$ cat src/rtl/brm_pkg.sv
`timescale 1ns / 1ps
// ----------------------------------------------------------------------------
// brm_pkg: shared constants and helpers for Barrett modular reduction
// Field widths, the partial-product split and the leading-one search.
// ----------------------------------------------------------------------------
package brm_pkg;

  localparam int unsigned XW          = 64;  // input value width
  localparam int unsigned RW          = 32;  // remainder width
  localparam int unsigned CFG_W       = 32;  // modulus register width
  localparam int unsigned HW          = 32;  // partial-product split
  localparam int unsigned MOD_WIDTH_D = 32;  // default modulus width
  localparam int unsigned TBW         = $clog2(CFG_W);

  // Index of the highest set bit, zero for zero.
  function automatic logic [TBW-1:0] top_bit(logic [CFG_W-1:0] v);
    logic [TBW-1:0] k;
    k = '0;
    for (int i = 0; i < CFG_W; i++) begin
      if (v[i]) begin
        k = TBW'(i);
      end
    end
    return k;
  endfunction

endpackage

$ cat src/rtl/brm_div.sv
`timescale 1ns / 1ps
// ----------------------------------------------------------------------------
// brm_div: Barrett factor precompute
// Bit-serial restoring division mu = floor(2^s / n), one quotient bit per
// cycle, s+1 quotient bits in all. A zero modulus gives mu = 0 at once.
// ----------------------------------------------------------------------------
module brm_div #(
  parameter int unsigned NW = brm_pkg::CFG_W,
  parameter int unsigned SW = brm_pkg::TBW + 1
) (
  input  logic          clk_i,
  input  logic          rst_ni,
  input  logic          start_i,
  input  logic [NW-1:0] n_i,
  input  logic [SW-1:0] s_i,
  output logic          busy_o,
  output logic [NW-1:0] mu_o
);

  logic          run_q, run_d;
  logic [SW-1:0] idx_q, idx_d;
  logic [NW:0]   rem_q, rem_d;
  logic [NW-1:0] quo_q, quo_d;
  logic [NW:0]   rem_sh;
  logic          ge;

  always_comb begin
    rem_sh = {rem_q[NW-1:0], (idx_q == s_i)};
    ge     = rem_sh >= {1'b0, n_i};
  end

  always_comb begin
    run_d = run_q;
    idx_d = idx_q;
    rem_d = rem_q;
    quo_d = quo_q;
    if (start_i) begin
      rem_d = '0;
      quo_d = '0;
      idx_d = s_i;
      run_d = (n_i != '0);
    end else if (run_q) begin
      rem_d = ge ? (rem_sh - {1'b0, n_i}) : rem_sh;
      quo_d = {quo_q[NW-2:0], ge};
      idx_d = idx_q - SW'(1);
      if (idx_q == '0) begin
        run_d = 1'b0;
      end
    end
  end

  always_ff @(posedge clk_i or negedge rst_ni) begin
    if (!rst_ni) begin
      run_q <= 1'b0;
      idx_q <= '0;
      rem_q <= '0;
      quo_q <= NW'(1);
    end else begin
      run_q <= run_d;
      idx_q <= idx_d;
      rem_q <= rem_d;
      quo_q <= quo_d;
    end
  end

  assign busy_o = run_q;
  assign mu_o   = quo_q;

endmodule

$ cat config.mk
export PLATFORM = sky130hd
export DESIGN_NAME = brm_div
export DESIGN_NICKNAME = d
export VERILOG_FILES = /design/src/rtl/brm_pkg.sv /design/src/rtl/brm_div.sv
export SDC_FILE = /design/constraint.sdc
export NUM_CORES = 1
export LEC_CHECK = 0
export BUFFER_PORTS_ARGS = -buffer_cell sky130_fd_sc_hd__buf_2
export CAP_MARGIN = 10
export CORE_MARGIN = 2
export CORE_UTILIZATION = 40
export DETAILED_ROUTE_END_ITERATION = 8
export PLACE_DENSITY = 0.61
export SYNTH_ARGS = -nofsm -noshare
export SYNTH_HDL_FRONTEND = slang
export SYNTH_SLANG_ARGS = --single-unit
$ cat constraint.sdc
create_clock -name clk_i -period 3.45 [get_ports clk_i]
set_clock_uncertainty 0.05 [all_clocks]
set_input_delay 0.1725 -clock clk_i [delete_from_list [all_inputs] [get_ports clk_i]]
set_output_delay 0.1725 -clock clk_i [all_outputs]
set_load 0.1 [all_outputs]
# ---- Word-level counts from Yosys, hierarchy flattened
# Index checks and enable logic that the tools add are counted.
# Widths: inputs -> output; s select.
dict set report word_totals {
  ff_bits 71
  output_inout_bits 33
  input_bits 41
  elab_cells 21
}
dict set report classes {
  magnitude_cmp 1
  muxes 10
  add_sub_neg 2
  eq_ne 1
  reduce_logical 3
}
# cell n
set ops {}
lappend ops {{$mux 32} 5}
lappend ops {{$ge 33x32->1} 1}
lappend ops {{$reduce_bool 32->1} 1}
lappend ops {{$sub 32x32->32} 1}
lappend ops {{$mux 6} 2}
lappend ops {{$eq 6x6->1} 1}
lappend ops {{$logic_not 6->1} 1}
lappend ops {{$sub 6x1->6 const B} 1}
lappend ops {{$mux 1} 3}
lappend ops {{$reduce_bool 2->1} 1}

# ---- Longest topological paths before layout
dict set report logic_depth {
  word_depth 5
  mapped_depth 14
  ltp_nobuf 13
}

# ---- Worst setup path before layout
# Ideal clock, no wire load.
dict set report synth_timing {
  path_type {register -> register}
  startpoint {reg idx_q[0]}
  endpoint {reg rem_q[28]}
  stages_incl_launch_ff 14
  path_buffers 0
  setup_ns 0.099
  arrival_ns 2.912
  setup_slack_ns 0.388
  period_less_slack_ns 3.062
  required_time_ns 3.301
  path_cell_list {dfrtp_1 > xor2_1 > nor4_1 > nand3_1 > ha_1 > fa_1 > nand2b_1 > a21oi_1 > o21ai_1 > o2111ai_1 > a21oi_1 > mux2i_1 > a31o_1 > a311oi_1}
}
dict set report synth_via {
  elab_chain_len 5
  elab_cells_between_ends 6
  classes_between {1 x add/sub; 1 x order compare; 1 x eq/ne; 3 x mux}
}
# item line
set synth_rtl {}
lappend synth_rtl {{from (decl)} brm_div.sv:21} ;# logic [SW-1:0] idx_q, idx_d;
lappend synth_rtl {{from (signal assigned)} brm_div.sv:60} ;# idx_q <= idx_d;
lappend synth_rtl {{$eq 6x6->1 *} brm_div.sv:28} ;# rem_sh = {rem_q[NW-1:0], (idx_q == s_i)};
lappend synth_rtl {{$sub 32x32->32 / $ge 33x32->1 (equally long branches)} {brm_div.sv:43, brm_div.sv:29}}
lappend synth_rtl {{$mux 32 *} brm_div.sv:43} ;# rem_d = ge ? (rem_sh - {1'b0, n_i}) : rem_sh;
lappend synth_rtl {{$mux 32 *} brm_div.sv:42} ;# end else if (run_q) begin
lappend synth_rtl {{$mux 32 *} brm_div.sv:37} ;# if (start_i) begin
lappend synth_rtl {{to (signal assigned)} brm_div.sv:61} ;# rem_q <= rem_d;
lappend synth_rtl {{to (decl)} brm_div.sv:22} ;# logic [NW:0] rem_q, rem_d;
# Mark *: on every way between the ends. The rest lies on a longest branch, timed or not. The select of a mux whose other input is x is not followed.
# A chain may end at the register's enable or synchronous reset.

# ---- Worst setup path in the final report
dict set report layout_timing {
  startpoint {reg idx_q[1]}
  endpoint {reg rem_q[28]}
}
# Same word-level chain as after synthesis.

==> impl_results.md <==
* DRC violations left at 0
* RR Endpoint: rem_q[28]
* Net count after synthesis at just over 700
* Critical path class: reg -> reg
* WL/cell at 16.01 µm
* Width of the die at approximately 120 µm
* Max-Cap Viols at 0
* Initial antenna violation count at 0
* CP startpoint kind: flip-flop
* Yosys warnings at 0
* Max-slew headroom at around two fifths
* First-pass GRT wire length at roughly 24000 µm
* Distinct cell type count after synthesis at between 60 and 70
* Final hold vios at 6
* NumNets Final at approximately 770
* Clock root cell: clkbuf_16
* Logic pwr share at 44.1%
* Synth area leaders: dfrtp_1 (32%), ha_1 (8.1%), mux2i_1 (7.7%)
* Clk buf depth at 2
* CP Capture Point: rem_q[28]
* Initial core utilization at between 40% and 50%
* IO Port Bufs at 73
* Final core utilization at about 48%
* Vias/cell at 5.554
* Seq/Total Area, Yosys at 32.73%
* Data required time at the worst endpoint at 3.64 ns
* Synth top area share at 32.25%
* R2r startpoint: idx_q[1]
* Die span in y at 120.5 µm
* DP Wirelength at between 10000 and 15000 µm
* Vias in the first global route at approximately 5000
* Clock sinks at 71
* Total track usage at between 20% and 30%
* Tcrit/Tclk final at roughly 96%
* Core area at 13240 µm²
* Clock power frac at roughly 27%
* Worst vdd ir at about 0.00028 V
* Syn avg cell area at about 8.5 µm²
* Clock transition at path regs at approximately 0.060 ns
* Setup violations, final at 0
* EDFF count, synth at 0
* Synth Cell Area at approximately 5400 µm²
* Fraction of layout cells with a size suffix above 1 at 17.69%
* CTS tree: done
* Final slew viol count at 0
* R2R depth at 13
* # IOs at 74
* Reg2reg setup slack at 0.15 ns
* Flops & latches, synth at just over 70
* DRT Pass-1 Iters at 5
* Postcts setup bufs at 0
* Maximum clock rate at just over 0.3 GHz
* Initial DRC count at 340
* Area grow syn2layout at 15.85%
* Most frequent cell after synthesis: nor2_1
* Global route overflow at 0
* Worst-Skew Late Latency at approximately 0.34 ns
* Leading area contributor after synthesis: dfrtp_1
* Worst path arrival time at about 3.5 ns
* Critical Path Start: idx_q[1]
* Synth top cells by count: nor2_1 (77), dfrtp_1 (70), nand2_1 (66)
* Psw at roughly 1500 µW
* Min-delay worst type: in -> async
* Leakage at around 0.0032 µW
* PwrDens at ~600 nW/µm²
* Hold_buf cts at 0
* CTS Buf Count at 9
* Post-layout instance area at between 6000 and 7000 µm²
* Failing checks: hold timing
* Final WL at between 10000 and 15000 µm
* Async set-or-reset flop fraction in the synthesized netlist at 100.0%
* CP endpoint kind: flip-flop
* Cell internal pwr at ~2300 µW
* Total die area at between 10000 and 15000 µm²
* H-Tree Depth at 3
* WHS at -0.004787 ns
* Switching share of total power at between 30% and 40%
* Placed Area at ~6000 µm²
* Row count at 42
* RSZ-0062 raised after global routing: yes
* Via count at 4871
* ANT cells at 0
* Fin crit period at 3.304 ns
* GP Congestion at 0.9336
* Top FF cell, synth: dfrtp_1
* Synth Instances at 640
* Final ANT Viol Nets at 0
* Largest net degree at the start of global routing at 77
* Flop pwr share at between 20% and 30%
* Status: complete, but fails checks
* Max FO, Critical Path at 7
* Worst slew pin tran at around 0.92 ns
worst min path at each step:
stage | from | end | slack, ns | cells past startpoint
detailed placement | s_i[0] | idx_q[0] | 0.36 | 3
global placement | s_i[0] | idx_q[0] | 0.36 | 3
CTS | s_i[0] | idx_q[0] | 0.003 | 3
floorplan | rst_ni | busy_o | -0.17 | 0
global route | s_i[0] | idx_q[0] | 0.03 | 3
finish | rst_ni | rem_q[20] | -0.005 | 2
registers in the layout (all words and copies together), names as in the netlist:
signal,flops
rem_q,32
idx_q,6
mu_o,32
busy_o,1
critical path, cell delays in order (launching register included):
cell and delay, ns:
dfrtp_1 0.41, xor2_1 0.16, nor4_2 0.29, nand3_1 0.15, ha_1 0.22, fa_1 0.39
nand2b_1 0.21, a21oi_2 0.22, o21ai_4 0.14, o2111ai_2 0.24, a21oi_1 0.15, mux2i_1 0.14
a31o_1 0.18, a311oi_1 0.25
cells in the final DEF, fill, tap and decap left out, drive strengths merged, types with 31 or more instances in the layout:
cell	n
buf	84
nor2	78
dfrtp	70
nand2	66
inv	46
mux2i	42
a21oi	38
ha	35
o21ai	31
routing by layer:
metal	wire length [µm]	track usage [%]
met1	6555	27.42
met2	6420	32.24
met3	743	3.443
met4	324	7.558
met5	0	0
cells by family after synthesis:
group	count (synthesis)	synth area share, %
buffers and inverters	82	6.680
and+or+nand+nor	217	18.73
AOI/OAI and AO/OA	155	19.60
muxes	43	8.016
DFF	71	32.73
xor gates and xnor gates	36	5.805
adders and majority gates	36	8.431
through the flow:
step	worst slack (ns)	hold WS [ns]	instances	TNS, ns	total power [µW]
after floorplan	0.3881	-0.1731	640	0	2360
after global placement	-0.04233	0.3605	861	-0.04233	2701
after detailed placement	-0.09408	0.3621	861	-0.1056	2714
after CTS	0.04276	0.002555	877	0	3780
after global routing	-0.08404	0.02508	877	-0.1859	4048
final	0.1456	-0.004787	877	0	3791
repair_timing:
item / CTS / global route
resized for setup: 2 / 6
pin swaps: 0 / 1
endpoints found under the setup margin: 2 / 24
power groups by stage:
stage / clock (µW) / combinational, µW / sequential, µW
floorplan: 0 / 1270 / 1090
global placement: 0 / 1620 / 1090
detailed placement: 0 / 1620 / 1090
CTS: 1060 / 1640 / 1080
global route: 1090 / 1860 / 1100
finish: 1040 / 1670 / 1080
cell type report:
type	count	area (µm²)
Clock inverter	7	102.6
Fill cell	1303	6950
Inverter	43	161.4
Tap cell	176	220.2
Clock buffer	9	225.2
Sequential cell	71	1782
Timing Repair Buffer	84	476.7
Multi-Input combinational cell	487	3324
(Power assumes the default switching activity.)
